[src/design/lkvc_pkg.sv]
// Package for the LRU key-value cache: field widths, operation codes and
// fixed constants. It depends on nothing and is imported by the top level.
package lkvc_pkg;

    localparam int KEY_W = 31;
    localparam int VAL_W = 32;
    localparam int CAP_W = 5;

    localparam logic [CAP_W-1:0] CAP_RESET = 5'd16;

    // Operation codes carried in the input tuser.
    localparam logic MODE_GET = 1'b0;
    localparam logic MODE_PUT = 1'b1;

    // Value returned by a get that misses.
    localparam logic [VAL_W-1:0] MISS_VALUE = 32'hFFFF_FFFF;

    // Sequencer state codes.
    localparam logic [2:0] ST_IDLE = 3'd0;
    localparam logic [2:0] ST_SCAN = 3'd1;
    localparam logic [2:0] ST_DEC  = 3'd2;
    localparam logic [2:0] ST_UPD  = 3'd3;
    localparam logic [2:0] ST_DONE = 3'd4;

endpackage

[src/design/lkvc_ram.sv]
// Generic simple dual-port RAM: one write port, one read port, registered read.
// Stand-alone; used by the LRU key-value cache for its entry store.
module lkvc_ram #(
    parameter int WIDTH = 8,
    parameter int DEPTH = 16
) (
    input  logic                     aclk,
    input  logic                     we,
    input  logic [$clog2(DEPTH)-1:0] waddr,
    input  logic [WIDTH-1:0]         wdata,
    input  logic                     re,
    input  logic [$clog2(DEPTH)-1:0] raddr,
    output logic [WIDTH-1:0]         rdata
);

    logic [WIDTH-1:0] mem [DEPTH];

    always_ff @(posedge aclk) begin
        if (we) begin
            mem[waddr] <= wdata;
        end
        if (re) begin
            rdata <= mem[raddr];
        end
    end

endmodule

[src/design/lru_key_value_cache.sv]
// Top level of the LRU key-value cache: sequencer, valid bits and recency logic.
// Depends on lkvc_pkg and on the lkvc_ram entry store.
//
// Usage: each input beat on the s_ channel is one operation. s_tuser[0] selects
// get (0) or put (1); s_tdata carries the key in bits 30:0 and the put value in
// bits 62:31. Every operation returns exactly one beat on the m_ channel with
// the read value in m_tdata, a hit flag in m_tuser[0] and an evicted flag in
// m_tuser[1]. The capacity register is written through cfg_we/cfg_wdata; the
// user is to write it only while the block is idle, as the block itself does
// not enforce this. 0 acts as 1 and values above ENTRIES act as ENTRIES.
// Timing: one operation is handled at a time. A scan pass reads every entry
// of the store, one per cycle, through the single RAM read port and one shared
// key/age compare unit; a second read-modify-write pass then rewrites the ages.
// A get that misses skips the second pass and goes to the result register
// through the done state. s_tready is high only while the sequencer is idle,
// and a new beat may be taken while the previous result still waits in the
// output register. If the receiver stalls, a finished result waits until the
// output register is free. Reset empties the cache at once through per-entry
// valid bits and sets the capacity to 16; the key and value store is not cleared.
module lru_key_value_cache
    import lkvc_pkg::*;
#(
    parameter int ENTRIES = 16
) (
    input  logic                  aclk,
    input  logic                  aresetn,
    // Capacity register write port.
    input  logic                  cfg_we,
    input  logic [CAP_W-1:0]      cfg_wdata,
    // Operation input.
    input  logic                  s_tvalid,
    output logic                  s_tready,
    input  logic [63:0]           s_tdata,   // lookup_key[30:0], put_value[62:31], zero
    input  logic [0:0]            s_tuser,   // mode
    // Result output.
    output logic                  m_tvalid,
    input  logic                  m_tready,
    output logic [VAL_W-1:0]      m_tdata,   // read_value
    output logic [1:0]            m_tuser    // hit, evicted
);

    localparam int IW   = $clog2(ENTRIES);       // entry index and age width
    localparam int CW   = $clog2(ENTRIES + 1);   // count width, holds ENTRIES
    localparam int CMPW = (CW > CAP_W) ? CW : CAP_W;
    localparam int RW   = IW + KEY_W + VAL_W;    // RAM word: age, key, value

    // Control state.
    logic [2:0]         state_reg;
    logic [CW-1:0]      ptr_reg;
    logic               rd_vld_reg;
    logic [IW-1:0]      rd_idx_reg;
    logic [ENTRIES-1:0] valid_reg;
    logic [CW-1:0]      used_reg;
    logic [CAP_W-1:0]   cap_reg;
    logic               hit_reg;
    logic               slot_found_reg;
    logic               evict_reg;
    logic               m_tvalid_reg;

    // Operation payload and scan results.
    logic               mode_reg;
    logic [KEY_W-1:0]   key_reg;
    logic [VAL_W-1:0]   val_reg;
    logic [IW-1:0]      hit_idx_reg;
    logic [IW-1:0]      hit_age_reg;
    logic [VAL_W-1:0]   hit_val_reg;
    logic [IW-1:0]      slot_idx_reg;
    logic [VAL_W-1:0]   m_tdata_reg;
    logic [1:0]         m_tuser_reg;

    logic               in_fire;
    logic               scan_last;
    logic               ram_re;
    logic               ram_we;
    logic [RW-1:0]      ram_rdata;
    logic [RW-1:0]      ram_wdata;
    logic [CMPW-1:0]    cap_wide;
    logic [CW-1:0]      cap_eff;
    logic               e_valid;
    logic [IW-1:0]      e_age;
    logic [KEY_W-1:0]   e_key;
    logic [VAL_W-1:0]   e_val;
    logic               e_match;
    logic               e_old;
    logic               e_free;
    logic               e_is_slot;
    logic [IW-1:0]      new_age;
    logic [KEY_W-1:0]   new_key;
    logic [VAL_W-1:0]   new_val;
    logic               out_load;
    logic               m_tvalid_next;
    logic               is_insert;

    assign s_tready  = (state_reg == ST_IDLE);
    assign in_fire   = s_tvalid && s_tready;
    assign scan_last = (ptr_reg == CW'(ENTRIES));
    assign ram_re    = ((state_reg == ST_SCAN) || (state_reg == ST_UPD)) && !scan_last;
    assign ram_we    = (state_reg == ST_UPD) && rd_vld_reg;
    assign is_insert = (mode_reg == MODE_PUT) && !hit_reg;

    // Effective capacity: zero acts as one, saturate at the store depth.
    always_comb begin
        if (cap_reg == '0) begin
            cap_wide = CMPW'(1);
        end else if (CMPW'(cap_reg) > CMPW'(ENTRIES)) begin
            cap_wide = CMPW'(ENTRIES);
        end else begin
            cap_wide = CMPW'(cap_reg);
        end
    end
    assign cap_eff = cap_wide[CW-1:0];

    lkvc_ram #(
        .WIDTH (RW),
        .DEPTH (ENTRIES)
    ) u_store (
        .aclk  (aclk),
        .we    (ram_we),
        .waddr (rd_idx_reg),
        .wdata (ram_wdata),
        .re    (ram_re),
        .raddr (ptr_reg[IW-1:0]),
        .rdata (ram_rdata)
    );

    // Shared compare unit, looking at the entry read in the previous cycle.
    assign e_valid   = valid_reg[rd_idx_reg];
    assign e_val     = ram_rdata[VAL_W-1:0];
    assign e_key     = ram_rdata[VAL_W +: KEY_W];
    assign e_age     = ram_rdata[VAL_W+KEY_W +: IW];
    assign e_match   = e_valid && (e_key == key_reg);
    // The oldest entries, whose ages reach capacity-1, go when the cache is full.
    assign e_old     = evict_reg && e_valid && (CW'(e_age) >= (cap_eff - CW'(1)));
    assign e_free    = !e_valid || e_old;
    assign e_is_slot = (rd_idx_reg == slot_idx_reg);

    // Rewrite of one entry during the update pass.
    always_comb begin
        new_age = e_age;
        new_key = e_key;
        new_val = e_val;
        if (hit_reg) begin
            if (rd_idx_reg == hit_idx_reg) begin
                new_age = '0;
                if (mode_reg == MODE_PUT) begin
                    new_val = val_reg;
                end
            end else if (e_valid && (e_age < hit_age_reg)) begin
                new_age = e_age + IW'(1);
            end
        end else begin
            if (e_is_slot) begin
                new_age = '0;
                new_key = key_reg;
                new_val = val_reg;
            end else if (e_valid && !e_old) begin
                new_age = e_age + IW'(1);
            end
        end
    end
    assign ram_wdata = {new_age, new_key, new_val};

    // Sequencer and control registers.
    always_ff @(posedge aclk) begin
        if (!aresetn) begin
            state_reg      <= ST_IDLE;
            ptr_reg        <= '0;
            rd_vld_reg     <= 1'b0;
            valid_reg      <= '0;
            used_reg       <= '0;
            cap_reg        <= CAP_RESET;
            hit_reg        <= 1'b0;
            slot_found_reg <= 1'b0;
            evict_reg      <= 1'b0;
        end else begin
            rd_vld_reg <= ram_re;
            if (cfg_we) begin
                cap_reg <= cfg_wdata;
            end
            case (state_reg)
                ST_IDLE: begin
                    if (in_fire) begin
                        state_reg      <= ST_SCAN;
                        ptr_reg        <= '0;
                        hit_reg        <= 1'b0;
                        slot_found_reg <= 1'b0;
                        evict_reg      <= (used_reg >= cap_eff);
                    end
                end
                ST_SCAN: begin
                    if (rd_vld_reg) begin
                        if (e_match) begin
                            hit_reg <= 1'b1;
                        end
                        if (e_free && !slot_found_reg) begin
                            slot_found_reg <= 1'b1;
                        end
                    end
                    if (scan_last) begin
                        state_reg <= ST_DEC;
                    end else begin
                        ptr_reg <= ptr_reg + CW'(1);
                    end
                end
                ST_DEC: begin
                    ptr_reg <= '0;
                    if ((mode_reg == MODE_GET) && !hit_reg) begin
                        state_reg <= ST_DONE;
                    end else begin
                        state_reg <= ST_UPD;
                    end
                    if (is_insert) begin
                        used_reg <= evict_reg ? cap_eff : used_reg + CW'(1);
                    end
                end
                ST_UPD: begin
                    if (rd_vld_reg && !hit_reg) begin
                        if (e_is_slot) begin
                            valid_reg[rd_idx_reg] <= 1'b1;
                        end else if (e_old) begin
                            valid_reg[rd_idx_reg] <= 1'b0;
                        end
                    end
                    if (scan_last) begin
                        state_reg <= ST_DONE;
                    end else begin
                        ptr_reg <= ptr_reg + CW'(1);
                    end
                end
                ST_DONE: begin
                    if (out_load) begin
                        state_reg <= ST_IDLE;
                    end
                end
                default: begin
                    state_reg <= ST_IDLE;
                end
            endcase
        end
    end

    // Output register: a finished result loads once the previous beat is gone.
    assign out_load      = (state_reg == ST_DONE) && (!m_tvalid_reg || m_tready);
    assign m_tvalid_next = (state_reg == ST_DONE) || (m_tvalid_reg && !m_tready);

    always_ff @(posedge aclk) begin
        if (!aresetn) begin
            m_tvalid_reg <= 1'b0;
        end else begin
            m_tvalid_reg <= m_tvalid_next;
        end
    end

    // Payload registers, no reset needed.
    always_ff @(posedge aclk) begin
        rd_idx_reg <= ptr_reg[IW-1:0];
        if (in_fire) begin
            mode_reg <= s_tuser[0];
            key_reg  <= s_tdata[KEY_W-1:0];
            val_reg  <= s_tdata[KEY_W +: VAL_W];
        end
        if ((state_reg == ST_SCAN) && rd_vld_reg) begin
            if (e_match) begin
                hit_idx_reg <= rd_idx_reg;
                hit_age_reg <= e_age;
                hit_val_reg <= e_val;
            end
            if (e_free && !slot_found_reg) begin
                slot_idx_reg <= rd_idx_reg;
            end
        end
        if (out_load) begin
            if (mode_reg == MODE_PUT) begin
                m_tdata_reg <= val_reg;
            end else if (hit_reg) begin
                m_tdata_reg <= hit_val_reg;
            end else begin
                m_tdata_reg <= MISS_VALUE;
            end
            m_tuser_reg <= {is_insert && evict_reg, hit_reg};
        end
    end

    assign m_tvalid = m_tvalid_reg;
    assign m_tdata  = m_tdata_reg;
    assign m_tuser  = m_tuser_reg;

`ifndef SYNTH
    // Occupancy count agrees with the valid bits between operations.
    a_occupancy: assert property (@(posedge aclk) disable iff (!aresetn)
        (state_reg == ST_IDLE) |-> ($countones(valid_reg) == int'(used_reg)))
        else $error("entry count disagrees with valid bits");

    // The count never exceeds the store depth.
    a_used_bound: assert property (@(posedge aclk) disable iff (!aresetn)
        used_reg <= CW'(ENTRIES))
        else $error("entry count above store depth");

    // An insertion always finds a free or evicted slot during the scan.
    a_slot_found: assert property (@(posedge aclk) disable iff (!aresetn)
        ((state_reg == ST_DEC) && (mode_reg == MODE_PUT) && !hit_reg) |-> slot_found_reg)
        else $error("insertion without a free slot");

    // After an insertion the occupancy respects the effective capacity.
    a_cap_kept: assert property (@(posedge aclk) disable iff (!aresetn)
        ((state_reg == ST_DONE) && is_insert) |-> (used_reg <= cap_eff))
        else $error("occupancy above capacity after insertion");
`endif

endmodule
[config.mk]
export PLATFORM = sky130hd
export DESIGN_NAME = lru_key_value_cache
export DESIGN_NICKNAME = d
export VERILOG_FILES = /design/src/design/lkvc_pkg.sv /design/src/design/lkvc_ram.sv /design/src/design/lru_key_value_cache.sv
export SDC_FILE = /design/constraint.sdc
export NUM_CORES = 1
export LEC_CHECK = 0
export BUFFER_PORTS_ARGS = -buffer_cell sky130_fd_sc_hd__buf_2
export CAP_MARGIN = 15
export CORE_ASPECT_RATIO = 0.75
export CORE_MARGIN = 3
export CORE_UTILIZATION = 55
export CTS_BUF_LIST = sky130_fd_sc_hd__clkbuf_4
export CTS_CLUSTER_SIZE = 25
export DETAILED_ROUTE_END_ITERATION = 8
export PLACE_DENSITY = 0.74
export SLEW_MARGIN = 10
export SYNTH_ARGS = -nofsm -noshare
export SYNTH_HDL_FRONTEND = slang
export SYNTH_SLANG_ARGS = --single-unit
[constraint.sdc]
create_clock -name aclk -period 5.9 [get_ports aclk]
set_input_delay 0.59 -clock aclk [delete_from_list [all_inputs] [get_ports aclk]]
set_output_delay 0.59 -clock aclk [all_outputs]
set_load 0.01 [all_outputs]
==> flow_summary.ini <==
[status]
status = finished, final reports clean

[critical_path]
startpoint_type = flop
r2r_end = u_store.mem[3][66]
crit_path_end_kind = flop
rr_worst_depth = 11
r2r-start = cap_reg[1]
cp_data_arrival_time_ns = 4.40
cp-startpoint = cap_reg[1]
crit_type = flop to flop
ff2ff_setup_slack_ns = 2.35
cp.required_ns = 6.75
cp_max_fo = 16

[sta]
tns_ns = 0
skew_ns = 0.0814
layout_min_cycle_time_ns = 3.55
maxSlewHeadroom_pct = 25.2
max_freq_ghz = 0.281
setup_viol = 0
finalHoldViolations = 0
final.period_utilization_pct = 60.2
maxSlewViolCount = 0
hold_ws_ns = 0.150
rsz0062_at_grt = false
worstMarginPinSlew_ns = 1.12

[cts]
post_cts_resized = 0
cts_sinks = 1324
numCtsBuffers = 322
clkLatencyLatePin_ns = 1.18
path_clk_slew_ns = 0.07
cts_max_level = 5
cts_setup_buffers = 0
cts-root-buf = clkbuf_4
clockBufferDepth = 4
cts_tree = built

[detailed_routing]
wire_per_inst_um = 26.3
dr.pass1.iters = 5
drt_iter0_markers = 2719
totalWireLength_mm = 108
dr_total_vias = 24600
drcViolationCount = 0
ant_nets = 0
vias_per_cell = 5.99

[logic_synthesis]
synthTopCellsByArea = edfxtp_1 (76%), mux4_2 (15%), dfxtp_1 (1.7%), mux2_2 (1.5%), clkbuf_1 (0.55%)
synth_flop_cell = edfxtp_1
ys_seq_area_share_pct = 77.7
netlist_instances = 2228
synth_edf_count = 1281
synth.top_cell.area_share_pct = 76.0
syn_area_mm2 = 0.0506
ys_async_sr_fraction_pct = 0
synth_top_cell_by_area = edfxtp_1
ys_ff_latch = 1324
yosysUniqueCellTypes = 60
syn_avg_cell_area_um2 = 22.7
ys_warn_count = 0
syn_nets = 2320

[min_path]
min_from = s_tdata[6]
hold_class = primary input to flop
holdPathEnd = key_reg[6]
hold_depth = 2

[grt]
grt_antenna_before_repair = 2
grt_start_max_net_pins = 115
grt_pass1_vias = 25800
track_usage_pct = 23.2
grt_pass1_wl_mm = 162
grt_overflow = 0

[layout]
area_delta_synth_final_pct = 13.9
finalNetCount = 2765
largest-register = u_store.mem
final_layout_size_suffix_gt1_share_pct = 37.6
largest_reg_flops = 1072
top_regs = u_store.mem: 1072 flops, u_store.rdata: 67 flops

[floorplanning]
num_rows = 95
fp.coreArea_mm2 = 0.0903
pin_count = 111
die_h_um = 269
start_util_pct = 56.0
die_w_um = 356
die-area_mm2 = 0.0957

[placed_design]
gp_congestion = 0.769
port_buffers = 109
hpwl_mm = 50.8

[power]
p_leak_nw = 18.3
power_density_mw_per_mm2 = 329
irDropWorstVdd_mv = 0.222

[run]
max_cap_viol_count = 0
-- critical path, stage by stage (launching register included) --
cell and delay (ns):
dfxtp_1 0.35, nor3_1 0.19, nor2_1 0.06, nor2_1 0.18
inv_1 0.10, ha_1 0.31, ha_1 0.28, a2111oi_0 0.55
nor3_1 0.23, o22a_1 0.25, nor2_1 0.22, a311o_1 0.58
-- area by class of cell --
cell class / count / area [um^2]
multi-input combinational: 750 / 10800
inverter: 45 / 170
antenna: 9 / 22.5
timing repair buffer: 230 / 1860
fill: 5996 / 32700
tap: 1212 / 1520
clock inverter: 69 / 394
clock buffer: 467 / 3510
sequential: 1324 / 39300
-- Yosys cell counts, drive strengths merged (3+ instances only) --
| master | count |
|---|---|
| and2 | 8 |
| o221a | 16 |
| nor4 | 7 |
| mux2i | 5 |
| ha | 17 |
| nand3 | 6 |
| dfxtp | 43 |
| edfxtp | 1281 |
| nand4 | 9 |
| or2 | 7 |
| o21ai | 9 |
| xnor2 | 24 |
| nor2 | 71 |
| clkbuf | 74 |
| inv | 45 |
| buf | 35 |
| nand2b | 13 |
| o21a | 3 |
| a211oi | 3 |
| xor2 | 20 |
| mux4 | 339 |
| a21oi | 43 |
| nor2b | 11 |
| mux2 | 67 |
| nand2 | 14 |
| nor3 | 25 |
-- cell usage in the layout (no fill, tap or decap), types with 10 or more instances in the layout --
cell	synthesis	routed
xnor2_1	24	24
nor2b_1	11	10
mux2_2	66	66
inv_1	45	44
a21oi_1	41	41
mux4_2	335	335
ha_1	17	17
buf_4	0	21
o221a_2	16	16
xor2_1	20	20
clkbuf_4	0	467
clkinv_1	0	57
buf_12	0	16
edfxtp_1	1281	1281
dlygate4sd3_1	0	84
nor3_1	24	24
nand2_1	14	14
buf_2	19	109
dfxtp_1	43	39
nor2_1	70	53
nand2b_1	13	13
nor2_4	0	17
-- metal layers --
metal  vias to the layer above  share of wire, %  GRT usage [%]
met5                         -                 0              0
met4                         0               2.1           9.03
met3                       171               8.6           5.04
met2                      1191                48           35.6
met1                     12800                41           33.2
li1                      10500                 -              -
-- power by group --
| group | switching, mW | leakage [nW] | internal, mW |
|---|---|---|---|
| Sequential | 0.0946 | 11.9 | 10.5 |
| Combinational | 0.582 | 4.05 | 0.501 |
| Clock | 3.39 | 2.34 | 3.83 |
-- worst max path at each step --
stage                                endpoint  slack [ns]  depth (start not counted)
after detailed placement  u_store.mem[15][66]        2.41                         12
after global placement     u_store.mem[8][66]        2.39                         11
final                      u_store.mem[3][66]        2.35                         11
after global routing       u_store.mem[3][66]        2.06                         12
after CTS                  u_store.mem[3][66]        2.38                         11
after floorplan                hit_age_reg[0]        0.22                          4
-- logic make-up after synthesis --
logic type | Yosys count | share of synthesized area (%)
AND/OR/NAND/NOR | 185 | 1.85
buffers and inverters | 154 | 1.20
multiplexers | 411 | 16.7
flip-flops | 1324 | 77.7
AO/OA/AOI/OAI | 93 | 1.31
adder cells (fa/ha/maj) | 17 | 0.420
XOR/XNOR | 44 | 0.761
-- what timing repair did --
item                                    CTS  global route
endpoints found under the setup margin    0             0
hold buffers                             84             0
endpoints found under the hold margin   103             0
-- metrics by stage --
step	total power [mW]	cell area, um^2	std cells	setup slack (ns)	utilization, %
floorplan	11.6	50600	2228	0.217	-
global placement	11.8	52900	3477	2.39	58.5
detailed placement	11.9	52900	3477	2.41	58.5
CTS	19.1	57600	4097	2.38	63.8
global route	19.7	57600	4104	2.06	63.8
finish	18.9	57600	4106	2.35	63.8
(Power assumes the default switching activity.)
